===== src/rtl/text_console_cursor_controller_assert.svh =====
// Assertion helpers shared by the console controller.
`ifndef TEXT_CONSOLE_CURSOR_CONTROLLER_ASSERT_SVH
`define TEXT_CONSOLE_CURSOR_CONTROLLER_ASSERT_SVH

// Consequent must hold in the same cycle as the antecedent.
`define TCCC_ASSERT_SAME(label, ante, cons, msg) \
   label: assert property (@(posedge clock) disable iff (reset) (ante) |-> (cons)) \
      else $error(msg);

// Consequent must hold in the cycle after the antecedent.
`define TCCC_ASSERT_NEXT(label, ante, cons, msg) \
   label: assert property (@(posedge clock) disable iff (reset) (ante) |=> (cons)) \
      else $error(msg);

`endif


===== src/rtl/tccc_ram.sv =====
module tccc_ram #(
   parameter int WIDTH = 8,
   parameter int DEPTH = 16,
   localparam int AW = (DEPTH > 1) ? $clog2(DEPTH) : 1
) (
   input  logic             clock,
   input  logic             we,
   input  logic [AW-1:0]    waddr,
   input  logic [WIDTH-1:0] wdata,
   input  logic             re,
   input  logic [AW-1:0]    raddr,
   output logic [WIDTH-1:0] rdata
);

   logic [WIDTH-1:0] mem [DEPTH];

   // one write port, one registered read port
   always_ff @(posedge clock) begin
      if (we) begin
         mem[waddr] <= wdata;
      end
      if (re) begin
         rdata <= mem[raddr];
      end
   end

endmodule


===== config.mk =====
export PLATFORM = sky130hd
export DESIGN_NAME = tccc_ram
export DESIGN_NICKNAME = d
export VERILOG_FILES = /design/src/rtl/text_console_cursor_controller_assert.svh /design/src/rtl/tccc_ram.sv
export SDC_FILE = /design/constraint.sdc
export NUM_CORES = 1
export LEC_CHECK = 0
export ABC_CLOCK_PERIOD_IN_PS = 2100
export BUFFER_PORTS_ARGS = -buffer_cell sky130_fd_sc_hd__buf_2
export CAP_MARGIN = 25
export CORE_ASPECT_RATIO = 0.5
export CORE_MARGIN = 2
export CORE_UTILIZATION = 60
export DETAILED_ROUTE_END_ITERATION = 10
export GPL_TIMING_DRIVEN = 0
export PLACE_DENSITY = 0.78
export SLEW_MARGIN = 20
export SYNTH_ARGS = -nofsm -noshare
export SYNTH_HDL_FRONTEND = slang
export SYNTH_SLANG_ARGS = --single-unit

===== constraint.sdc =====
create_clock -name clock -period 2.1 [get_ports clock]
set_input_delay 0.21 -clock clock [delete_from_list [all_inputs] [get_ports clock]]
set_output_delay 0.21 -clock clock [all_outputs]
set_load 0.02 [all_outputs]

==> results by group <==
Floorplan
  – Placeable core area: 8590 sq um
  – Initial cell density of the core: 0.609
  – Die Ht: 70 um
  – Floorplan row count: 24
  – I/O pin count: 27
  – Overall die width: 136 um
  – Die Outline Area: 9520 sq um

Synth
  – Number of flops mapped to enable cells by yosys: 136
  – Cell count after synthesis: 229
  – Syn Area/Cell: 22.8 sq um
  – Post-Synthesis Net Count: 248
  – Dominant cell type by area after synthesis: sky130_fd_sc_hd__edfxtp_1
  – Share of synthesized area occupied by flip-flops and latches: 0.781
  – Top post-synthesis cells by area: sky130_fd_sc_hd__edfxtp_1, sky130_fd_sc_hd__mux4_2, sky130_fd_sc_hd__mux4_1, sky130_fd_sc_hd__a22oi_1, sky130_fd_sc_hd__nor2_1
  – Most numerous cell in the Yosys netlist: sky130_fd_sc_hd__edfxtp_1
  – Most used flip-flop cell after synthesis: sky130_fd_sc_hd__edfxtp_1
  – Synthesized flop and latch total: 136
  – Number of warning messages in the yosys log: 0
  – Post-synth top area share: 0.781
  – Summed instance area of the synthesized netlist: 5230 sq um
  – Share of flip-flops with an asynchronous set or reset: 0
  – Top post-synthesis cells by count: sky130_fd_sc_hd__edfxtp_1, sky130_fd_sc_hd__mux4_2, sky130_fd_sc_hd__a22oi_1
  – Synth cell types: 18

Hold path
  – Hold/Removal Path Class: in -> reg
  – Startpoint of the lowest-slack hold path: re
  – Depth of the worst hold-timing path: 1
  – Worst min-delay path endpoint: rdata[4]

Worst setup path
  – Register-to-Register Path Depth: 3
  – Startpoint of the most critical register-to-register path: mem[1][2]
  – Worst setup path category: reg -> reg
  – Slack of the worst reg-to-reg path: 390 ps
  – Critical path peak fanout: 1
  – Type of element launching the critical path: flip-flop
  – Kind of end point of the critical path: flip-flop
  – CP Data Required Time: 2240 ps
  – Terminus of the critical flop-to-flop path: rdata[2]
  – Endpoint arrival time on the critical path: 1850 ps

STA
  – Unrepaired setup endpoints after global routing: no
  – Final period utilization: 0.816
  – Worst hold slack: 137 ps
  – Hold violation total from the final report: 0
  – Final min period: 1710 ps
  – Worst slew pin tran: 840 ps
  – Final number of max-transition violations: 0
  – Sum of negative setup slack: 0 ps
  – Setup Viol. Count Final: 0
  – F_max: 0.583 GHz
  – Slew headroom: 0.438
  – Clk_skew: 3.77 ps

Detailed routing
  – Number of vias in the routed layout: 2552
  – Detailed Route WL: 9940 um
  – Count of routing violations after the opening detailed-route iteration: 261
  – Ratio of routed vias to standard cells: 6.33
  – Drt drc: 0
  – Remaining antenna violation count after routing: 0
  – Pre-antenna DRT Iters: 4
  – Wire length per cell after detailed routing: 24.7 um

CTS
  – Max H-tree Level: 4
  – Cts bufs inserted: 17
  – Number of buffers inserted by hold repair at cts: 0
  – Clock tree from TritonCTS: done
  – Cell at the root of the clock tree: sky130_fd_sc_hd__clkbuf_16
  – TritonCTS sink count: 136
  – Insertion delay to the later sink of the worst-skew pair: 410 ps
  – Post-CTS sizing: 0
  – Post-CTS setup-driven buffer insertion count: 0
  – CTS clock-pin slew for the worst setup and hold paths: 60 ps
  – Maximum buffer depth of the clock tree: 2

Global routing
  – Wire length of the first global-routing pass: 14900 um
  – GR Overflow Total: 0
  – Global-route total usage across every layer: 0.234
  – Number of global-route vias before repair: 2653
  – Initial antenna violation count: 0
  – Pin count of the biggest net entering global routing: 17

Layout
  – Fraction of layout cells with a size suffix above 1: 0.308
  – Utilization after layout: 0.714
  – Synthesis-to-layout area growth: 17.2%
  – Layout net count: 292
  – Post-route non-filler standard cell count: 403
  – Number of diodes: 0

Pwr
  – Clock network power share: 0.471
  – Combinational fraction of design power: 0.048
  – Static Leakage: 2.05 nW
  – Power spent charging and discharging nets: 1.25 mW
  – Portion of total power attributed to sequential cells: 0.481
  – Power, Total: 6.39 mW
  – Maximum VDD drop: 718 uV
  – Cell-internal power: 5.14 mW
  – Power density over the cells: 1040 nW/um^2
  – Proportion of total power due to net switching: 0.196

Job
  – Number of max-cap violations: 0

Placement
  – Routability congestion estimate: 0.793
  – Sum of net half-perimeters after detailed placement: 6410 um
  – Post-placement cell count: 371
  – I/O Buffers: 25

Outcome
  – Run status: finished clean
==> cells in the final DEF (no fill, tap or decap), drive strengths merged <==
master / netlist / layout
a22oi: 16 / 16
and2: 1 / 1
and2b: 1 / 1
buf: 7 / 32
bufinv: 0 / 4
clkbuf: 0 / 17
clkdlybuf4s25: 3 / 3
clkinv: 0 / 8
clkinvlp: 0 / 3
edfxtp: 136 / 136
mux4: 32 / 32
nand2: 9 / 9
nand2b: 2 / 2
nand3: 1 / 1
nand3b: 2 / 2
nor2: 13 / 13
nor2b: 1 / 1
nor3: 4 / 4
or3b: 1 / 1
==> stage by stage <==
| stage | worst slack [ps] | area [sq um] |
|---|---|---|
| 2_1_floorplan | 397 | 5230 |
| 3_3_place_gp | -113 | 5500 |
| 3_5_place_dp | 220 | 5520 |
| 4_1_cts | 447 | 6130 |
| 5_1_grt | 389 | 6130 |
| 6_report | 386 | 6130 |
==> power groups by stage <==
| stage | registers, mW | logic, mW | clock network (mW) |
|---|---|---|---|
| after floorplan | 3.14 | 0.154 | 0 |
| after global placement | 3.12 | 0.287 | 0 |
| after detailed placement | 3.13 | 0.300 | 0 |
| final | 3.07 | 0.304 | 3.01 |
| after global routing | 3.08 | 0.325 | 3.15 |
| after CTS | 3.08 | 0.304 | 3.04 |
==> metal layers <==
layer,vias up,wire length (um),GRT usage
li1,1073,-,-
met1,1318,3870,0.297
met2,133,4890,0.362
met3,26,860,0.0879
met4,2,246,0.102
met5,-,71,0.0611
==> cell families after synthesis <==
family	after synthesis	synth area share
flip-flops	136	0.781
AND/OR/NAND/NOR	35	0.0314
multiplexers	32	0.148
AO/OA/AOI/OAI	16	0.0230
buffers and inverters	10	0.0165
==> cell type report <==
cell class / count / area (sq um)
Sequential cell: 136 / 4080
Fill cell: 487 / 2460
Multi-Input combinational cell: 83 / 1080
Clock buffer: 17 / 425
Clock inverter: 15 / 184
Tap cell: 117 / 146
Timing Repair Buffer: 25 / 125
Buffer: 10 / 86.3
==> critical path: stages, from the launching register on <==
cell,delay (ps)
sky130_fd_sc_hd__edfxtp_1,370
sky130_fd_sc_hd__mux4_1,560
sky130_fd_sc_hd__a22oi_1,370
sky130_fd_sc_hd__nand2_1,150
==> sequential cells by signal, indices dropped and copies added, names as in the netlist <==
| signal | flops |
|---|---|
| rdata | 8 |
| mem | 128 |
==> worst max-delay path by stage <==
stage	from	slack [ps]	cells past startpoint	end
after floorplan	waddr[2]	400	2	mem[0][0]
after global placement	waddr[2]	-110	3	mem[0][2]
after detailed placement	waddr[2]	220	3	mem[0][1]
after CTS	mem[1][2]	450	3	rdata[2]
after global routing	mem[1][2]	390	3	rdata[2]
final	mem[1][2]	390	3	rdata[2]
Note: power is estimated with default switching activity, not from simulation.
