[config.mk]
export PLATFORM = sky130hd
export DESIGN_NAME = tccc_sweep
export DESIGN_NICKNAME = d
export VERILOG_FILES = /design/src/rtl/text_console_cursor_controller_assert.svh /design/src/rtl/tccc_pkg.sv /design/src/rtl/tccc_sweep.sv
export SDC_FILE = /design/constraint.sdc
export NUM_CORES = 1
export LEC_CHECK = 0
export ABC_CLOCK_PERIOD_IN_PS = 1800
export BUFFER_PORTS_ARGS = -buffer_cell sky130_fd_sc_hd__buf_4
export CAP_MARGIN = 10
export CORE_MARGIN = 3
export CORE_UTILIZATION = 48
export CTS_CLUSTER_DIAMETER = 40
export DETAILED_ROUTE_END_ITERATION = 16
export GPL_TIMING_DRIVEN = 0
export PLACE_DENSITY = 0.75
export SLEW_MARGIN = 20
export SYNTH_ARGS = -nofsm -noshare
export SYNTH_HDL_FRONTEND = slang
export SYNTH_SLANG_ARGS = --single-unit
[constraint.sdc]
create_clock -name clock -period 1.8 [get_ports clock]
set_clock_uncertainty 0.05 [all_clocks]
set_input_delay 0.36 -clock clock [delete_from_list [all_inputs] [get_ports clock]]
set_output_delay 0.36 -clock clock [all_outputs]
set_load 0.005 [all_outputs]
[src/rtl/text_console_cursor_controller_assert.svh]
// Assertion helpers shared by the console controller.
`ifndef TEXT_CONSOLE_CURSOR_CONTROLLER_ASSERT_SVH
`define TEXT_CONSOLE_CURSOR_CONTROLLER_ASSERT_SVH

// Consequent must hold in the same cycle as the antecedent.
`define TCCC_ASSERT_SAME(label, ante, cons, msg) \
   label: assert property (@(posedge clock) disable iff (reset) (ante) |-> (cons)) \
      else $error(msg);

// Consequent must hold in the cycle after the antecedent.
`define TCCC_ASSERT_NEXT(label, ante, cons, msg) \
   label: assert property (@(posedge clock) disable iff (reset) (ante) |=> (cons)) \
      else $error(msg);

`endif

[src/rtl/tccc_pkg.sv]
package tccc_pkg;

   // configuration port
   localparam int CSR_IDX_W  = 1;
   localparam int CSR_DATA_W = 7;
   localparam logic [CSR_IDX_W-1:0] REG_NUM_ROWS = 1'b0;
   localparam logic [CSR_IDX_W-1:0] REG_NUM_COLS = 1'b1;

   // control bytes
   localparam logic [7:0] CH_NUL = 8'h00;
   localparam logic [7:0] CH_BEL = 8'h07;
   localparam logic [7:0] CH_BS  = 8'h08;
   localparam logic [7:0] CH_NL  = 8'h0A;
   localparam logic [7:0] CH_FF  = 8'h0C;
   localparam logic [7:0] CH_CR  = 8'h0D;
   localparam logic [7:0] CH_ESC = 8'h1B;
   localparam logic [7:0] CH_LBR = 8'h5B;
   localparam logic [7:0] CH_C   = 8'h43;

   typedef enum logic [2:0] {
      ACT_NONE      = 3'd0,
      ACT_PRINTED   = 3'd1,
      ACT_NEWLINE   = 3'd2,
      ACT_BACKSPACE = 3'd3,
      ACT_RETURN    = 3'd4,
      ACT_FORMFEED  = 3'd5,
      ACT_RIGHT     = 3'd6,
      ACT_ERROR     = 3'd7
   } action_type;

   // escape sequence progress
   typedef enum logic [1:0] {
      PH_IDLE = 2'd0,
      PH_ESC  = 2'd1,
      PH_CSI  = 2'd2
   } phase_type;

   // one cell RAM word
   typedef struct packed {
      logic       valid;
      logic [7:0] ch;
   } cell_type;

   localparam int CELL_W = $bits(cell_type);

   // clear requests to the sweep engine
   typedef struct packed {
      logic row;
      logic all;
   } clr_req_type;

   // one result beat
   typedef struct packed {
      action_type action;
      logic [7:0] printed_char;
      logic [5:0] printed_col;
      logic [4:0] printed_row;
      logic       scrolled;
      logic [5:0] new_cursor_col;
      logic [4:0] new_cursor_row;
      logic [7:0] char_under_cursor;
      logic [4:0] ring_first_row;
      logic [4:0] view_row_offset;
      logic       last_of_run;
   } rsp_type;

endpackage

[src/rtl/tccc_sweep.sv]
module tccc_sweep import tccc_pkg::*; #(
   parameter int ROW_LEN = 64,
   parameter int DEPTH = 2048,
   localparam int AW = (DEPTH > 1) ? $clog2(DEPTH) : 1,
   localparam int LW = $clog2(DEPTH + 1)
) (
   input  logic        clock,
   input  logic        reset,
   input  clr_req_type req,
   input  logic [AW-1:0] row_base,
   output logic        busy,
   output logic        we,
   output logic [AW-1:0] waddr
);

   logic          busy_ff, busy_in;
   logic [AW-1:0] addr_ff, addr_in;
   logic [LW-1:0] left_ff, left_in;

   // walk the cell RAM one entry per cycle, clearing the valid bit
   always_comb begin
      busy_in = busy_ff;
      addr_in = addr_ff;
      left_in = left_ff;
      if (busy_ff) begin
         addr_in = addr_ff + 1'b1;
         left_in = left_ff - 1'b1;
         busy_in = (left_ff != LW'(1));
      end else if (req.all) begin
         busy_in = 1'b1;
         addr_in = '0;
         left_in = LW'(DEPTH);
      end else if (req.row) begin
         busy_in = 1'b1;
         addr_in = row_base;
         left_in = LW'(ROW_LEN);
      end
   end

   // reset starts a full pass
   always_ff @(posedge clock) begin
      if (reset) begin
         busy_ff <= 1'b1;
         addr_ff <= '0;
         left_ff <= LW'(DEPTH);
      end else begin
         busy_ff <= busy_in;
         addr_ff <= addr_in;
         left_ff <= left_in;
      end
   end

   assign busy  = busy_ff;
   assign we    = busy_ff;
   assign waddr = addr_ff;

endmodule

==> flow_summary.toml, run 1 <==
[cts]
cts-buffers-inserted = 3
clock-sinks = 24
htree_num_levels = 1
clk_pin_slew_ns = 0.14
cts_tree = "yes"
worstSkewPairLatency_ns = 0.33
cts-root-buf = "clkbuf_4"
clk_path_buf_depth = 2

[floorplanning]
die_x_um = 58.39
start_util_pct = 51.77
core_um2 = 2545
ios = 28
row_count = 18
die_area_um2 = 3409
die_h_um = 58.39

[worst_setup_path]
worst-setup-path-type = "flip-flop to flip-flop"
arrival_ns = 2.03
critPathMaxFanout = 5
crit_path_start_kind = "flip-flop"
required_ns = 1.97
cp-end-kind = "flip-flop"

[finish]
nets = 210
layout-drive-gt1-share_pct = 31.41
antenna_cells = 0
fillerInstances = 208
finalNonFillerCells = 221
areaGrowthSynthToFinish_pct = 28.96

[sta]
period_share_pct = 103.4
tightest_slew_ns = 0.5377
fmax_mhz = 537.1
fin_ws_ns = -0.06168
holdWs_ns = 0.2469
hold_viol = 0
slew_headroom_pct = 64.15
final-max-slew-violation-count = 0
finalSetupTns_ns = -0.09982
finalSetupViolations = 2
min_period_ns = 1.862
rsz0062_at_grt = "yes"

[synth]
synthArstFlopShare_pct = 0
yosysTopAreaCell = "dfxtp_1"
yosys.area.top_type_share_pct = 36.47
yosysMostFrequentCell = "dfxtp_1"
ys.flop_type = "dfxtp_1"
synth_seq_cells = 24
ys.warnings.count = 0
synth_nets = 173
yosysUniqueCellTypes = 41
syn-instance-count = 155
seq_area_frac_synth_pct = 36.47
ys_top_cells_by_area = "dfxtp_1, xor2_1, mux2i_1"
synth_edf_count = 0
yosys-top-cells-count = "dfxtp_1, nor2_1, nand2_1, nand3_1, a21oi_1"
synth_area_um2 = 1318
syn_area_per_cell_um2 = 8.500

[job]
cap_viol_max_count = 0

[placed_design]
hpwl_um = 2438
dpl.cell_count = 211
io_buffers = 26
place.gp.congestion = 0.8210
dp_worst_setup_slack_ns = -0.2068

[status]
failed_checks = "setup timing"
status = "finished, violations left"

[drt]
vias = 1307
routed_via_density = 5.914
drt_wl_total_um = 3401
drc_errors = 0
ant_nets = 0
dr.pass1.iters = 4
drtIter0Drc = 33
wl_per_cell_um = 15.39

[global_route]
grt_pass1_wl_um = 5720
antenna_found_initial = 0
grt_pass1_vias = 1251
gr-total-overflow = 0
track_usage_pct = 21.81
grt_max_degree = 15

[power]
p_leak_nw = 0.7023
vdd_ir_drop_max_v = 0.0007199
p_per_area_nw_per_um2 = 1005

[min_path]
hold_path.class = "primary input to flip-flop"
worst max-delay path: stages (launching register included):
cell      delay [ns]
dfxtp_2         0.34
or3_1           0.37
clkbuf_8        0.16
o311ai_4        0.22
o41ai_1         0.11
or4_1           0.51
area by class of cell:
| type | count | area, um2 | area share, % |
|---|---|---|---|
| multi-input cells | 115 | 800.8 | 47.13 |
| flip-flops and latches | 24 | 490.5 | 28.87 |
| repair buffers | 32 | 240.2 | 14.14 |
| plain buffers | 10 | 55.05 | 3.240 |
| well taps | 30 | 37.54 | 2.209 |
| clock inverters | 1 | 30.03 | 1.767 |
| clock buffers | 3 | 22.52 | 1.325 |
| inverters | 6 | 22.52 | 1.325 |
where the power goes:
group          total, W  internal, W  switching [W]
sequential     0.000720     0.000626      0.0000949
clock          0.000405     0.000225       0.000180
combinational  0.000582     0.000328       0.000254
metal layers:
metal	up-vias	track usage (%)	wire (um)
met5	-	0	0
met2	29	39.71	1803
met3	4	2.851	100
li1	648	-	-
met1	626	25.94	1457
met4	0	7.616	40
through the flow:
step / util, % / cell area [um2] / power, W
2_1_floorplan: - / 1333 / 0.001079
3_3_place_gp: 61.50 / 1565 / 0.001186
3_5_place_dp: 61.50 / 1565 / 0.001209
4_1_cts: 66.52 / 1693 / 0.001704
5_1_grt: 66.77 / 1699 / 0.001806
6_report: 66.77 / 1699 / 0.001708
state kept, by name, summed over array words and instances, names as in the netlist:
name,flops
waddr,11
left_ff,12
busy,1
logic make-up (layout without fill, tap and decap cells):
group / after synthesis / count (layout) / synth area share (%)
AND/OR/NAND/NOR: 62 / 62 / 26.40
AO/OA/AOI/OAI: 35 / 35 / 18.33
flip-flops: 24 / 24 / 36.47
buffers and inverters: 16 / 52 / 4.938
multiplexers: 8 / 8 / 6.363
XOR/XNOR: 7 / 7 / 4.653
adder cells (fa/ha/maj): 3 / 3 / 2.849
placed cells by master (no fill, tap or decap), types with 2 or more instances in the layout:
master / synthesis / routed
o211ai_1: 2 / 2
clkbuf_4: 0 / 3
a21oi_1: 7 / 7
or3_4: 2 / 2
o21bai_1: 2 / 2
or3_1: 3 / 3
a31oi_1: 3 / 3
mux2_2: 3 / 3
or4_1: 3 / 2
nand4_1: 3 / 3
nor2b_1: 4 / 4
o41ai_1: 3 / 3
and3_1: 2 / 2
o21ai_0: 6 / 6
dfxtp_2: 0 / 5
or2_2: 3 / 3
mux2i_1: 5 / 5
nand2b_1: 4 / 4
nor2_1: 12 / 12
nand3_1: 8 / 8
ha_1: 3 / 3
xor2_1: 6 / 6
nand2_1: 8 / 8
and4_1: 2 / 2
a221oi_1: 2 / 2
buf_2: 0 / 2
inv_1: 6 / 6
nor4_1: 3 / 3
dfxtp_1: 24 / 18
clkbuf_1: 6 / 5
buf_4: 1 / 33
nor3_1: 3 / 2
a211oi_1: 4 / 4
what timing repair did:
action / 4_1_cts / 5_1_grt
buffers inserted: 6 / 0
hold buffers: 0 / 0
setup endpoints to repair: 10 / 5
gates resized for setup: 9 / 3
pin swaps: 1 / 0
final timing paths:
kind | cells after the start | slack, ns | start | end
setup / recovery | 5 | -0.06 | left_ff[4] | left_ff[11]
hold / removal | 3 | 0.25 | row_base[4] | waddr[4]
setup reg to reg | 5 | -0.06 | left_ff[4] | left_ff[11]
hold reg to reg | 1 | 0.44 | left_ff[9] | left_ff[9]
(Power assumes the default switching activity.)
==> run 2, diff against run 1 <==
--- a/config.mk
+++ b/config.mk
@@ -5,7 +5,7 @@
 export SDC_FILE = /design/constraint.sdc
 export NUM_CORES = 1
 export LEC_CHECK = 0
-export ABC_CLOCK_PERIOD_IN_PS = 1800
+export ABC_CLOCK_PERIOD_IN_PS = 1700
 export BUFFER_PORTS_ARGS = -buffer_cell sky130_fd_sc_hd__buf_4
 export CAP_MARGIN = 10
 export CORE_MARGIN = 3
==> constraint.sdc (replaced) <==
create_clock -name clock -period 1.7 [get_ports clock]
set_clock_uncertainty 0.05 [all_clocks]
set_input_delay 0.34 -clock clock [delete_from_list [all_inputs] [get_ports clock]]
set_output_delay 0.34 -clock clock [all_outputs]
set_load 0.005 [all_outputs]
==> run 2 against run 1 <==
  * Largest cell class unchanged
  * Flip-flop and latch count is the same
  * Cell count up 0.90%
  * The flow still finishes with violations (setup timing)
  * Sequential share of layout area shrank 0.44 points
  * Power grew 1.6%
  * Combinational power up 19%
==> flow_summary.toml, run 2 (same netlist as run 1, synthesis figures left out) <==
[finish]
post-route-util_pct = 68.49
antenna_cells = 0
layout-drive-gt1-share_pct = 35.75
largest_reg_flops = 12
areaGrowthSynthToFinish_pct = 32.29
largest-register = "left_ff"
finalNonFillerCells = 223
final_cell_mix = "buf_4, dfxtp_1, nor2_1"
layout_commonest_cell = "buf_4"
nets = 213

[sta]
finalSetupViolations = 4
finalSetupTns_ns = -0.2879
fin_ws_ns = -0.1572
hold_viol = 0
min_period_ns = 1.857
holdWs_ns = 0.2327
rsz0062_at_grt = "yes"
slew_headroom_pct = 62.27
tightest_slew_ns = 0.5659
fmax_mhz = 538.5
final-max-slew-violation-count = 0
period_share_pct = 109.2

[drt]
wl_per_cell_um = 15.10
drtIter0Drc = 41
drt_wl_total_um = 3367
dr.pass1.iters = 4
drc_errors = 0
ant_nets = 0
vias = 1318
routed_via_density = 5.910

[cts]
cts-root-buf = "clkbuf_4"
clk_pin_slew_ns = 0.13
worstSkewPairLatency_ns = 0.32
clock-sinks = 24
cts-buffers-inserted = 3
htree_num_levels = 1
cts_tree = "yes"
clk_path_buf_depth = 2

[placed_design]
place.gp.congestion = 0.7470
dpl.cell_count = 211
io_buffers = 26
hpwl_um = 2404

[worst_setup_path]
required_ns = 1.86
worst-setup-path-type = "flip-flop to flip-flop"
crit_path_start_kind = "flip-flop"
arrival_ns = 2.02
startpoint = "left_ff[4]"
worstReg2RegStart = "left_ff[4]"
critPathMaxFanout = 6
r2r_setup_slack_ns = -0.16
cp-end-kind = "flip-flop"

[floorplanning]
core_um2 = 2545
start_util_pct = 51.77
die_x_um = 58.39
row_count = 18
die_area_um2 = 3409
ios = 28
die_h_um = 58.39

[min_path]
hold_path.class = "primary input to flip-flop"
min-delay-start = "row_base[4]"

[power]
p_int_w = 0.001145
p_per_area_nw_per_um2 = 995.8
p_sw_w = 0.0005903
p_leak_nw = 0.7165
pwr-share-seq_pct = 45.5
vdd_ir_drop_max_v = 0.0007748
power_frac_comb_pct = 40.0
clkPwrFrac_pct = 14.5
finalPower_w = 0.001736
switching_share_pct = 34.01

[global_route]
grt_pass1_wl_um = 5347
antenna_found_initial = 0
track_usage_pct = 20.08
gr-total-overflow = 0
grt_max_degree = 13
grt_pass1_vias = 1183

[job]
cap_viol_max_count = 0

[status]
failed_checks = "setup timing"
status = "finished, violations left"
## run 2: per-layer routing
layer	share of wire, %	global-route usage [%]	vias to the layer above
li1	-	-	653
met2	50	33.49	35
met3	4.3	2.632	5
met4	1.2	6.954	0
met1	44	26.51	625
met5	0	0	-
## run 2: power by group through the flow
stage                     logic, W  registers, W  clock network, W
after detailed placement  0.000520      0.000775                 0
final                     0.000694      0.000790          0.000252
after CTS                 0.000594      0.000774          0.000247
after global placement    0.000499      0.000762                 0
after floorplan           0.000402      0.000746                 0
after global routing      0.000757      0.000803          0.000271
## run 2: per-stage QoR
step	instance area [um2]	worst slack (ns)
after floorplan	1335	-0.08681
after global placement	1568	-0.2614
after detailed placement	1568	-0.2828
after CTS	1659	-0.1584
after global routing	1743	-0.2143
final	1743	-0.1572
## run 2: what timing repair did
| item | in CTS | in global routing |
|---|---|---|
| pin swaps | 1 | 5 |
| setup endpoints to repair | 12 | 13 |
| resized for setup | 9 | 15 |
| hold endpoints to repair | 0 | 0 |
| buffers inserted | 4 | 5 |
| hold buffers | 0 | 0 |
## run 2: final timing paths
path            endpoint  cells past startpoint
min             waddr[4]                      3
max reg2reg  left_ff[11]                      5
max          left_ff[11]                      5
min reg2reg   left_ff[4]                      2
## run 2: critical path: stages (launching register included)
cell and delay (ns):
dfxtp_2 0.34, or3_4 0.38, buf_8 0.14, o311ai_4 0.23
o41ai_2 0.12, or4_1 0.50
## run 2: final cells by class
cell class | instances | area, um2
multi-input cells | 115 | 842.1
flip-flops and latches | 24 | 495.5
repair buffers | 35 | 266.5
inverters | 6 | 22.52
well taps | 30 | 37.54
plain buffers | 10 | 56.30
fillers | 214 | 802.0
clock buffers | 3 | 22.52
