**src/rtl/text_console_cursor_controller_assert.svh**
```systemverilog
// Assertion helpers shared by the console controller.
`ifndef TEXT_CONSOLE_CURSOR_CONTROLLER_ASSERT_SVH
`define TEXT_CONSOLE_CURSOR_CONTROLLER_ASSERT_SVH

// Consequent must hold in the same cycle as the antecedent.
`define TCCC_ASSERT_SAME(label, ante, cons, msg) \
   label: assert property (@(posedge clock) disable iff (reset) (ante) |-> (cons)) \
      else $error(msg);

// Consequent must hold in the cycle after the antecedent.
`define TCCC_ASSERT_NEXT(label, ante, cons, msg) \
   label: assert property (@(posedge clock) disable iff (reset) (ante) |=> (cons)) \
      else $error(msg);

`endif

```
**src/rtl/tccc_pkg.sv**
```systemverilog
package tccc_pkg;

   // configuration port
   localparam int CSR_IDX_W  = 1;
   localparam int CSR_DATA_W = 7;
   localparam logic [CSR_IDX_W-1:0] REG_NUM_ROWS = 1'b0;
   localparam logic [CSR_IDX_W-1:0] REG_NUM_COLS = 1'b1;

   // control bytes
   localparam logic [7:0] CH_NUL = 8'h00;
   localparam logic [7:0] CH_BEL = 8'h07;
   localparam logic [7:0] CH_BS  = 8'h08;
   localparam logic [7:0] CH_NL  = 8'h0A;
   localparam logic [7:0] CH_FF  = 8'h0C;
   localparam logic [7:0] CH_CR  = 8'h0D;
   localparam logic [7:0] CH_ESC = 8'h1B;
   localparam logic [7:0] CH_LBR = 8'h5B;
   localparam logic [7:0] CH_C   = 8'h43;

   typedef enum logic [2:0] {
      ACT_NONE      = 3'd0,
      ACT_PRINTED   = 3'd1,
      ACT_NEWLINE   = 3'd2,
      ACT_BACKSPACE = 3'd3,
      ACT_RETURN    = 3'd4,
      ACT_FORMFEED  = 3'd5,
      ACT_RIGHT     = 3'd6,
      ACT_ERROR     = 3'd7
   } action_type;

   // escape sequence progress
   typedef enum logic [1:0] {
      PH_IDLE = 2'd0,
      PH_ESC  = 2'd1,
      PH_CSI  = 2'd2
   } phase_type;

   // one cell RAM word
   typedef struct packed {
      logic       valid;
      logic [7:0] ch;
   } cell_type;

   localparam int CELL_W = $bits(cell_type);

   // clear requests to the sweep engine
   typedef struct packed {
      logic row;
      logic all;
   } clr_req_type;

   // one result beat
   typedef struct packed {
      action_type action;
      logic [7:0] printed_char;
      logic [5:0] printed_col;
      logic [4:0] printed_row;
      logic       scrolled;
      logic [5:0] new_cursor_col;
      logic [4:0] new_cursor_row;
      logic [7:0] char_under_cursor;
      logic [4:0] ring_first_row;
      logic [4:0] view_row_offset;
      logic       last_of_run;
   } rsp_type;

endpackage

```
**src/rtl/tccc_core.sv**
```systemverilog
module tccc_core import tccc_pkg::*; #(
   parameter int MAX_ROWS = 32,
   parameter int MAX_COLS = 64,
   localparam int RW  = (MAX_ROWS > 1) ? $clog2(MAX_ROWS) : 1,
   localparam int CW  = (MAX_COLS > 1) ? $clog2(MAX_COLS) : 1,
   localparam int RCW = $clog2(MAX_ROWS + 1),
   localparam int CCW = $clog2(MAX_COLS + 1),
   localparam int AW  = (MAX_ROWS * MAX_COLS > 1) ? $clog2(MAX_ROWS * MAX_COLS) : 1
) (
   input  logic                  clock,
   input  logic                  reset,
   input  logic                  csr_wen,
   input  logic [CSR_IDX_W-1:0]  csr_index,
   input  logic [CSR_DATA_W-1:0] csr_wdata,
   input  logic                  exec,
   input  logic [7:0]            char_code,
   output logic                  norm_busy,
   output logic                  op_last,
   output rsp_type               rsp_o,
   output clr_req_type           clr_req,
   output logic [AW-1:0]         clr_base,
   output logic                  mem_we,
   output logic [AW-1:0]         mem_waddr,
   output cell_type              mem_wdata,
   output logic [AW-1:0]         mem_raddr
);

   logic [5:0]     num_rows_ff;
   logic [6:0]     num_cols_ff;
   logic [RCW-1:0] rr;
   logic [CCW-1:0] cc;

   logic [CW-1:0] col_ff, col_in, col_st, col_norm;
   logic [RW-1:0] row_ff, row_in, row_st, row_norm;
   logic [RW-1:0] top_ff, top_in, top_st, top_norm;
   logic [RW-1:0] scr_ff, scr_in, scr_st, scr_norm;
   phase_type     phase_ff, phase_in;

   logic [CW:0] col_inc;
   logic [RW:0] row_inc, top_inc, scr_inc;

   logic       op_print, op_nl, wrap, scroll, home, last;
   logic [7:0] op_ch;
   action_type act;

   function automatic logic [AW-1:0] cell_addr(input logic [RW-1:0] row,
                                               input logic [CW-1:0] col,
                                               input logic [RW-1:0] top,
                                               input logic [RCW-1:0] rows);
      logic [RW:0]   sum;
      logic [RW-1:0] ring;
      sum = {1'b0, row} + {1'b0, top};
      if (sum >= rows) begin
         sum = sum - (RW+1)'(rows);
      end
      ring = sum[RW-1:0];
      return AW'(int'(ring) * MAX_COLS + int'(col));
   endfunction

   // geometry in use, out-of-range values clamped
   always_comb begin
      if (num_rows_ff == '0) begin
         rr = RCW'(1);
      end else if (num_rows_ff > MAX_ROWS) begin
         rr = RCW'(MAX_ROWS);
      end else begin
         rr = RCW'(num_rows_ff);
      end
      if (num_cols_ff == '0) begin
         cc = CCW'(1);
      end else if (num_cols_ff > MAX_COLS) begin
         cc = CCW'(MAX_COLS);
      end else begin
         cc = CCW'(num_cols_ff);
      end
   end

   // after a geometry write: clamp cursor, reduce ring and view by one subtract a cycle
   always_comb begin
      col_norm = (col_ff >= cc) ? CW'(cc - 1'b1) : col_ff;
      row_norm = (row_ff >= rr) ? RW'(rr - 1'b1) : row_ff;
      top_norm = (top_ff >= rr) ? RW'(top_ff - rr) : top_ff;
      scr_norm = (scr_ff >= rr) ? RW'(scr_ff - rr) : scr_ff;
   end

   assign norm_busy = (col_ff >= cc) || (row_ff >= rr) || (top_ff >= rr) || (scr_ff >= rr);

   assign col_inc = {1'b0, col_ff} + 1'b1;
   assign row_inc = {1'b0, row_ff} + 1'b1;
   assign top_inc = {1'b0, top_ff} + 1'b1;
   assign scr_inc = {1'b0, scr_ff} + 1'b1;

   // decode the beat and move the cursor
   always_comb begin
      op_print = 1'b0;
      op_nl    = 1'b0;
      op_ch    = '0;
      act      = ACT_NONE;
      last     = 1'b1;
      home     = 1'b0;
      scroll   = 1'b0;
      col_st   = col_ff;
      row_st   = row_ff;
      top_st   = top_ff;
      scr_st   = scr_ff;
      if (phase_ff == PH_ESC && char_code == CH_LBR) begin
         act = ACT_NONE;
      end else if (phase_ff == PH_CSI && char_code == CH_C) begin
         act = ACT_RIGHT;
         if (col_inc < cc) begin
            col_st = CW'(col_inc);
         end
      end else if (phase_ff == PH_CSI) begin
         // broken sequence: print the held bracket, then the byte as the following op
         op_print = 1'b1;
         op_ch    = CH_LBR;
         last     = 1'b0;
      end else begin
         case (char_code) inside
            CH_NL: begin
               op_nl = 1'b1;
               act   = ACT_NEWLINE;
            end
            CH_BS: begin
               if (col_ff != '0) begin
                  col_st = col_ff - 1'b1;
                  act    = ACT_BACKSPACE;
               end else if (row_ff != '0) begin
                  row_st = row_ff - 1'b1;
                  act    = ACT_BACKSPACE;
               end else begin
                  act = ACT_ERROR;
               end
            end
            CH_CR: begin
               col_st = '0;
               act    = ACT_RETURN;
            end
            CH_FF: begin
               col_st = '0;
               row_st = '0;
               home   = 1'b1;
               act    = ACT_FORMFEED;
            end
            CH_ESC, CH_BEL, CH_NUL: begin
               act = ACT_NONE;
            end
            default: begin
               op_print = 1'b1;
               op_ch    = char_code;
            end
         endcase
      end

      if (op_print) begin
         act = ACT_PRINTED;
      end

      // advance, wrap to the next line, scroll at the bottom
      wrap = op_nl || (op_print && (col_inc >= cc));
      if (op_print && !wrap) begin
         col_st = CW'(col_inc);
      end
      if (wrap) begin
         col_st = '0;
         if (row_inc >= rr) begin
            scroll = 1'b1;
            top_st = (top_inc >= rr) ? '0 : RW'(top_inc);
            scr_st = (scr_inc >= rr) ? '0 : RW'(scr_inc);
         end else begin
            row_st = RW'(row_inc);
         end
      end
   end

   // escape phase next state
   always_comb begin
      phase_in = phase_ff;
      if (exec) begin
         unique case (phase_ff)
            PH_IDLE: phase_in = (char_code == CH_ESC) ? PH_ESC : PH_IDLE;
            PH_ESC: begin
               if (char_code == CH_LBR) begin
                  phase_in = PH_CSI;
               end else if (char_code == CH_ESC) begin
                  phase_in = PH_ESC;
               end else begin
                  phase_in = PH_IDLE;
               end
            end
            PH_CSI:  phase_in = PH_IDLE;
            default: phase_in = PH_IDLE;
         endcase
      end
   end

   // state next value
   always_comb begin
      if (exec) begin
         col_in = col_st;
         row_in = row_st;
         top_in = top_st;
         scr_in = scr_st;
      end else begin
         col_in = col_norm;
         row_in = row_norm;
         top_in = top_norm;
         scr_in = scr_norm;
      end
   end

   always_ff @(posedge clock) begin
      if (reset) begin
         num_rows_ff <= 6'd32;
         num_cols_ff <= 7'd64;
         col_ff      <= '0;
         row_ff      <= '0;
         top_ff      <= '0;
         scr_ff      <= '0;
         phase_ff    <= PH_IDLE;
      end else begin
         if (csr_wen) begin
            unique case (csr_index)
               REG_NUM_ROWS: num_rows_ff <= csr_wdata[5:0];
               REG_NUM_COLS: num_cols_ff <= csr_wdata[6:0];
               default: ;
            endcase
         end
         col_ff   <= col_in;
         row_ff   <= row_in;
         top_ff   <= top_in;
         scr_ff   <= scr_in;
         phase_ff <= phase_in;
      end
   end

   // result fields, cell char is filled in after the RAM read
   always_comb begin
      rsp_o.action            = act;
      rsp_o.printed_char      = op_ch;
      rsp_o.printed_col       = op_print ? 6'(col_ff) : '0;
      rsp_o.printed_row       = op_print ? 5'(row_ff) : '0;
      rsp_o.scrolled          = scroll;
      rsp_o.new_cursor_col    = 6'(col_st);
      rsp_o.new_cursor_row    = 5'(row_st);
      rsp_o.char_under_cursor = '0;
      rsp_o.ring_first_row    = 5'(top_st);
      rsp_o.view_row_offset   = 5'(scr_st);
      rsp_o.last_of_run       = last;
   end

   assign op_last = last;

   // cell RAM accesses and clear requests
   assign mem_we          = exec && op_print;
   assign mem_waddr       = cell_addr(row_ff, col_ff, top_ff, rr);
   assign mem_wdata.valid = 1'b1;
   assign mem_wdata.ch    = op_ch;
   assign mem_raddr       = cell_addr(row_st, col_st, top_st, rr);
   assign clr_req.row     = exec && scroll;
   assign clr_req.all     = exec && home;
   assign clr_base        = AW'(int'(top_ff) * MAX_COLS);

endmodule

```
**config.mk**
```make
export PLATFORM = sky130hd
export DESIGN_NAME = tccc_core
export DESIGN_NICKNAME = d
export VERILOG_FILES = /design/src/rtl/text_console_cursor_controller_assert.svh /design/src/rtl/tccc_pkg.sv /design/src/rtl/tccc_core.sv
export SDC_FILE = /design/constraint.sdc
export NUM_CORES = 1
export LEC_CHECK = 0
export BUFFER_PORTS_ARGS = -buffer_cell sky130_fd_sc_hd__buf_2
export CORE_MARGIN = 2
export CORE_UTILIZATION = 57
export DETAILED_ROUTE_END_ITERATION = 10
export PLACE_DENSITY = 0.87
export REMOVE_ABC_BUFFERS = 1
export SETUP_SLACK_MARGIN = 0.15
export SYNTH_ARGS = -nofsm -noshare
export SYNTH_HDL_FRONTEND = slang
export SYNTH_SLANG_ARGS = --single-unit
```
**constraint.sdc**
```tcl
create_clock -name clock -period 6.46 [get_ports clock]
set_input_delay 0.646 -clock clock [delete_from_list [all_inputs] [get_ports clock]]
set_output_delay 0.646 -clock clock [all_outputs]
set_load 0.01 [all_outputs]
```
==> results of run 1 <==
how the worst max path moves through the flow:
stage | start | endpoint
floorplan | col_ff[2]$_SDFFE_PP0P_ | mem_raddr[7]
global placement | num_cols_ff[2]$_SDFFE_PP0P_ | mem_raddr[7]
detailed placement | num_cols_ff[2]$_SDFFE_PP0P_ | mem_raddr[7]
CTS | col_ff[1]$_SDFFE_PP0P_ | mem_raddr[7]
global route | num_cols_ff[2]$_SDFFE_PP0P_ | mem_raddr[10]
finish | num_cols_ff[2]$_SDFFE_PP0P_ | mem_raddr[7]
sequential cells by signal (all words and copies together), names as in the netlist:
register	cells
phase_ff	2
top_ff	5
scr_ff	5
col_ff	6
row_ff	5
num_cols_ff	7
num_rows_ff	6
Yosys cell counts, types with 6 or more instances:
cell      instances  share of area
o21ai_0          37          0.033
nand3_1          28          0.025
nor2_1           73          0.050
xor2_1           18          0.028
dfxtp_1          36           0.13
a211oi_1         10          0.014
inv_1            36          0.024
a21oi_1          56          0.051
or3_1             7         0.0079
fa_1              6          0.022
nand2b_1         15          0.017
ha_1             77           0.17
buf_4            32          0.043
a21o_1           22          0.030
a311oi_1          6         0.0095
and3_1            7         0.0079
clkbuf_1         23          0.016
xnor2_1          15          0.024
mux2i_1          13          0.024
o22ai_1           6         0.0068
and2_1            8         0.0090
nor2b_1           7         0.0079
nor4_1            6         0.0068
o31ai_1           8          0.011
nand2_1          66          0.045
nor3_1           14          0.013
layout by cell type, fill, tap and decap left out, types with 6 or more instances in the layout:
master    count
buf_2       104
ha_1         76
nor2_1       73
nand2_1      65
a21oi_1      53
inv_1        36
o21ai_0      36
dfxtp_1      36
nand3_1      28
buf_4        25
a21o_1       22
xor2_1       17
xnor2_1      15
nand2b_1     15
conb_1       15
nor3_1       13
mux2i_1      12
a211oi_1      9
and2_1        8
nor2b_1       7
or3_1         7
and3_1        7
o31ai_1       7
nor4_1        6
o22ai_1       6
a311oi_1      6
routing by layer:
metal | up-vias | wire [microns] | global-route usage
met5 | - | 0 | 0
met4 | 0 | 654 | 0.124
met3 | 69 | 1760 | 0.0441
met2 | 370 | 7630 | 0.526
met1 | 2723 | 6550 | 0.400
li1 | 2833 | - | -
final cells by class:
cell class / instances / area, sq um / area share
Multi-Input combinational cell: 619 / 4400 / 0.702
Timing Repair Buffer: 131 / 731 / 0.117
Sequential cell: 36 / 721 / 0.115
Tap cell: 129 / 161 / 0.0258
Inverter: 38 / 143 / 0.0228
Clock buffer: 5 / 68.8 / 0.0110
Clock inverter: 3 / 42.5 / 0.00679
cells by family after synthesis:
logic type | count (synthesis) | synth area share
AO/OA/AOI/OAI | 203 | 0.247
XOR/XNOR | 33 | 0.0522
adder cells (fa/ha/maj) | 83 | 0.196
buffers and inverters | 102 | 0.0959
flip-flops | 36 | 0.130
multiplexers | 17 | 0.0317
other | 2 | 0.00136
AND/OR/NAND/NOR | 268 | 0.246
worst max-delay path, stage by stage (launching register included):
cell and delay (ns):
dfxtp_1 0.36, or4_1 0.53, nor2_1 0.09, o21ai_0 0.11
inv_1 0.12, ha_1 0.25, a21bo_2 0.20, a211oi_2 0.25
o211ai_2 0.14, o21bai_4 0.24, nand2_2 0.09, buf_4 0.17
mux2_2 0.32, fa_2 0.41, xor2_2 0.20, ha_1 0.33
a21o_1 0.22, a21oi_2 0.18, nand2_1 0.08, a21o_1 0.19
a21oi_2 0.20, mux2_2 0.36, buf_2 0.14
what timing repair did:
action                     in CTS  in global routing
setup endpoints to repair       5                  5
pin swaps                       1                  4
buffers inserted                2                  2
gates resized for setup         3                 16
power by group through the flow:
stage / Clock (W) / Sequential [W] / Combinational, W
after floorplan: 0 / 0.000270 / 0.000357
after CTS: 0.000214 / 0.000269 / 0.000546
after detailed placement: 0 / 0.000274 / 0.000535
after global routing: 0.000223 / 0.000274 / 0.000636
after global placement: 0 / 0.000273 / 0.000522
final: 0.000210 / 0.000271 / 0.000576
per-stage QoR:
step           cells  hold slack (ns)  total power (W)
4_1_cts          959            0.490          0.00103
2_1_floorplan    693            0.451         0.000627
5_1_grt          961            0.521          0.00113
6_report         961            0.488          0.00106
3_3_place_gp     949            0.473         0.000795
3_5_place_dp     949            0.477         0.000809
==> reports/results.txt, run 1 <==
Worst-path maximum fanout -> 6
Worst Hold Launch -> num_cols_ff[1]$_SDFFE_PP0P_
Router iterations before antenna repair -> 7
Core Region -> 9330 sq um
WS Path Type -> flip-flop to output pin
Inserted Clock Buffers -> 5
Post-Route WL -> 16600 microns
Hold endpoint -> num_cols_ff[1]$_SDFFE_PP0P_
Vias in the first global route -> 5445
Gr usage total -> 0.311
Worst skew pair latency -> 0.30 ns
GRT overflow -> 0
Final worst setup slack -> 0.314 ns
Dpl hpwl -> 12100 microns
Die Y-Extent -> 103 microns
Max Cap Viol -> 0
Post-DRT Antenna Nets -> 0
Post-Synthesis Cell Area -> 5530 sq um
Synth Flop Type -> dfxtp_1
Synth unique cells -> 80
GP Congestion -> 1.02
Crit path time final -> 6.15 ns
Clock-pin slew on the worst setup and hold paths -> 0.08 ns
Antenna violations before repair -> 0
Status -> finished clean
Slew HR -> 0.217
Hold Path Stages -> 2
Setup violators final -> 0
Startpoint types -> flip-flop
Layout cells sized above 1 -> 0.212
Fin crit share -> 0.951
Final instance area -> 6260 sq um
Port Buffers -> 104
Sw frac -> 0.438
Mean Syn Cell Area -> 7.44 sq um
Drt via density -> 6.24
FF-to-FF path depth -> 11
Place WS -> 0.283 ns
H-tree Lvls -> 2
Root Driver -> clkbuf_8
Layout Utilization -> 0.672
Hold-fix buffers at CTS -> 0
P&R area growth vs syn -> 13.2%
First-pass GRT wire length -> 26200 microns
Internal -> 0.000594 W
CTS tree -> yes
Yosys warning count -> 0
Routed wire per std cell -> 17.3 microns
Largest net degree at the start of global routing -> 32
Clock share of power -> 0.199
Clock skew -> 0.0144 ns
Sink Count -> 36
Worst Hold Class -> flip-flop to flip-flop
Slew Viols, Final -> 0
Comb pwr share -> 0.545
Hold Vio Cnt, Final -> 0
Number of synthesized flops with an enable pin -> 0
RSZ-0062 raised after global routing -> false
Reg2Reg Setup Slack -> 2.92 ns
Worst Tran Pin Value -> 1.16 ns
Setup crit end kind -> output pin
Setup TNS -> 0 ns
Via count -> 5995
Max Clk Rate -> 163 MHz
Synth Register Bits -> 36
Diode count -> 0
Placed cell area -> 6050 sq um
Reg-to-Reg End -> scr_ff[1]$_SDFFE_PP0P_
# fillers -> 817
CTS Buffer Depth -> 2
I/O pin count -> 120
Worst endpoint required time -> 5.81 ns
Reg2Reg Launch Point -> num_rows_ff[5]$_SDFFE_PP1P_
Power Dens Cells -> 169 nW/um^2
Leak -> 3.05 nW
FFs w/ async S/R, synth -> 0
CP arrival -> 5.50 ns
DRC viols -> 0
Starting Density -> 0.593
Switching Power -> 0.000463 W
Initial detailed-routing violation count -> 411
Chip width -> 103 microns
Peak supply drop -> 0.0976 mV
Sequential Power Share -> 0.256
Site Rows -> 35
Die area -> 10500 sq um
Layout net count -> 934
Seq/Total Area, Yosys -> 0.130
Synthesized instance count -> 744
Power figures use the tool's default switching activity.
==> run 2: changes to the inputs <==
CAP_MARGIN = 25   (was not set)
CORE_MARGIN = 3   (was 2)
CORE_UTILIZATION = 25   (was 57)
PLACE_DENSITY = 0.47   (was 0.87)
==> run 2 against run 1 <==
Clock skew fell by 0.0052 ns. Utilization fell by 36 points. Non-clock buffer count rose by 9. Clock power rose by 23%.
==> reports/results.txt, run 2 (synthesized netlist as in run 1, its figures left out) <==
Worst skew pair latency -> 0.29 ns (was 0.30 ns)
Router iterations before antenna repair -> 5 (was 7)
# fillers -> 2325 (was 817)
Starting Density -> 0.259 (was 0.593)
Place WS -> 0.356 ns (was 0.283 ns)
Drt via density -> 5.09 (was 6.24)
P&R area growth vs syn -> 18.5% (was 13.2%)
Clock skew -> 0.00921 ns (was 0.0144 ns)
GP Congestion -> 0.854 (was 1.02)
Site Rows -> 53 (was 35)
Power Dens Cells -> 169 nW/um^2 (about the same)
Vias in the first global route -> 5437 (was 5445)
Post-Route WL -> 19100 microns (was 16600 microns)
Max Cap Viol -> 0 (unchanged)
Setup TNS -> 0 ns (unchanged)
Hold-fix buffers at CTS -> 0 (unchanged)
Root Driver -> clkbuf_16 (was clkbuf_8)
Setup violators final -> 0 (unchanged)
Port Buffers -> 104 (unchanged)
Largest net degree at the start of global routing -> 32 (unchanged)
First-pass GRT wire length -> 30200 microns (was 26200 microns)
Max FFs per register -> 7 (unchanged)
Placed cell area -> 6310 sq um (was 6050 sq um)
Die area -> 24000 sq um (was 10500 sq um)
Routed wire per std cell -> 17.1 microns (was 17.3 microns)
Final worst setup slack -> 0.403 ns (was 0.314 ns)
Reg-to-Reg End -> col_ff[5]$_SDFFE_PP0P_ (was scr_ff[1]$_SDFFE_PP0P_)
Worst Hold Launch -> num_cols_ff[1]$_SDFFE_PP0P_ (unchanged)
Startpoint types -> flip-flop (unchanged)
Antenna violations before repair -> 0 (unchanged)
Die Y-Extent -> 155 microns (was 103 microns)
Peak supply drop -> 0.0832 mV (was 0.0976 mV)
Gr usage total -> 0.154 (was 0.311)
CTS Buffer Depth -> 2 (unchanged)
Max Clk Rate -> 165 MHz (was 163 MHz)
Worst Hold Class -> flip-flop to flip-flop (unchanged)
Dpl hpwl -> 14900 microns (was 12100 microns)
Status -> finished clean (unchanged)
Commonest non-fill, non-tap cells in the layout -> buf_2, ha_1, nor2_1 (unchanged)
Layout cells sized above 1 -> 0.222 (was 0.212)
H-tree Lvls -> 2 (unchanged)
Worst-path maximum fanout -> 6 (unchanged)
Slew HR -> 0.411 (was 0.217)
Area of the multi-input gates -> 4400 sq um (about the same)
RSZ-0062 raised after global routing -> false (unchanged)
Layout net count -> 943 (was 934)
Commonest non-fill, non-tap cell in the layout -> buf_2 (unchanged)
Final instance area -> 6550 sq um (was 6260 sq um)
Chip width -> 155 microns (was 103 microns)
Reg2Reg Setup Slack -> 3.02 ns (was 2.92 ns)
Worst Tran Pin Value -> 0.881 ns (was 1.16 ns)
Leak -> 3.10 nW (was 3.05 nW)
FF-to-FF path depth -> 11 (unchanged)
I/O pin count -> 120 (unchanged)
Crit path cell chain -> or4_1 -> nor2_1 -> o21ai_0 -> inv_1 -> ha_1 -> a21bo_2 -> a211oi_2 -> o211ai_2 -> o21bai_4 -> nand2_1 -> buf_4 -> mux2_2 -> fa_2 -> fa_1 -> a21o_1 -> a21oi_2 -> nand2_1 -> a21o_1 -> a21oi_2 -> mux2_2 -> buf_2 (was or4_1 -> nor2_1 -> o21ai_0 -> inv_1 -> ha_1 -> a21bo_2 -> a211oi_2 -> o211ai_2 -> o21bai_4 -> nand2_2 -> buf_4 -> mux2_2 -> fa_2 -> xor2_2 -> ha_1 -> a21o_1 -> a21oi_2 -> nand2_1 -> a21o_1 -> a21oi_2 -> mux2_2 -> buf_2)
Fin crit share -> 0.938 (was 0.951)
Hold endpoint -> num_cols_ff[1]$_SDFFE_PP0P_ (unchanged)
Via count -> 5681 (was 5995)
Crit path time final -> 6.06 ns (was 6.15 ns)
Hold Path Stages -> 2 (unchanged)
Top flop regs -> num_cols_ff: 7 flops, col_ff: 6 flops, num_rows_ff: 6 flops (unchanged)
Setup crit end kind -> output pin (unchanged)
Diode count -> 0 (unchanged)
Final Power -> 0.00111 W (was 0.00106 W)
Reg2Reg Launch Point -> col_ff[1]$_SDFFE_PP0P_ (was num_rows_ff[5]$_SDFFE_PP1P_)
CP arrival -> 5.41 ns (was 5.50 ns)
Core Region -> 21400 sq um (was 9330 sq um)
Register Area -> 724 sq um (was 721 sq um)
Sink Count -> 36 (unchanged)
DRC viols -> 0 (unchanged)
Worst endpoint required time -> 5.81 ns (about the same)
Slowest CP cell -> or4_1 (unchanged)
WS Path Type -> flip-flop to output pin (unchanged)
Register with the most flip-flops -> num_cols_ff (unchanged)
Fin Hold WS -> 0.489 ns (was 0.488 ns)
Initial detailed-routing violation count -> 390 (was 411)
GRT overflow -> 0 (unchanged)
Hold Vio Cnt, Final -> 0 (unchanged)
Post-DRT Antenna Nets -> 0 (unchanged)
Inserted Clock Buffers -> 5 (unchanged)
CTS tree -> yes (unchanged)
Slew Viols, Final -> 0 (unchanged)
Clock-pin slew on the worst setup and hold paths -> 0.07 ns (was 0.08 ns)
Crit path largest cell delay -> 0.52 ns (was 0.53 ns)
[run 2: cell count changes in the layout (fill, tap and decap cells not counted), sizes merged]
cell | previous run | this run
buf | 131 | 140
bufinv | 1 | 0
clkinvlp | 1 | 2
[run 2: worst max-delay path: cells and delay by family (launching register included)]
family                   cells  cell delay, ns
adder cells (fa/ha/maj)      3            1.22
AO/OA/AOI/OAI                9            1.65
multiplexers                 2            0.67
AND/OR/NAND/NOR              4            0.79
flip-flops                   1            0.36
buffers and inverters        3            0.44
[run 2: how the worst max path moves through the flow]
| stage | from | endpoint | depth (start not counted) |
|---|---|---|---|
| floorplan | col_ff[2]$_SDFFE_PP0P_ | mem_raddr[7] | 18 |
| global placement | num_cols_ff[2]$_SDFFE_PP0P_ | mem_raddr[7] | 22 |
| detailed placement | num_cols_ff[2]$_SDFFE_PP0P_ | mem_raddr[7] | 21 |
| CTS | col_ff[1]$_SDFFE_PP0P_ | mem_raddr[7] | 20 |
| global route | num_cols_ff[2]$_SDFFE_PP0P_ | mem_raddr[10] | 22 |
| finish | num_cols_ff[2]$_SDFFE_PP0P_ | mem_raddr[7] | 21 |
[run 2: area by class of cell]
cell class,count,share of cell area
repair buffers,140,0.121
clock buffers,5,0.0191
inverters,38,0.0218
flip-flops and latches,36,0.111
multi-input cells,619,0.671
well taps,275,0.0525
clock inverters,3,0.00363
[run 2: timing repair]
action | in CTS | in global routing
setup buffers | 0 | 3
pin swaps | 0 | 8
resized for setup | 3 | 16
setup endpoints to repair | 5 | 5
[run 2: report_power, final]
| group | switching [W] | internal, W | leakage, nW |
|---|---|---|---|
| clock network | 0.000114 | 0.000144 | 0.0660 |
| registers | 0.0000276 | 0.000238 | 0.296 |
| logic | 0.000340 | 0.000244 | 2.73 |
| total | 0.000481 | 0.000626 | 3.10 |
[run 2: stage by stage]
step / utilization / cells
2_1_floorplan: - / 693
3_3_place_gp: 0.295 / 1105
3_5_place_dp: 0.295 / 1105
4_1_cts: 0.303 / 1113
5_1_grt: 0.307 / 1116
6_report: 0.307 / 1116
[run 2: layer usage]
layer  GRT usage  routed length (microns)  share of wire  vias up
met2       0.246                     8500           0.44      171
met1       0.228                     9340           0.49     2641
met4      0.0227                      183         0.0096        0
met5           0                        0              0        -
li1            -                        -              -     2855
met3      0.0187                     1100          0.058       14
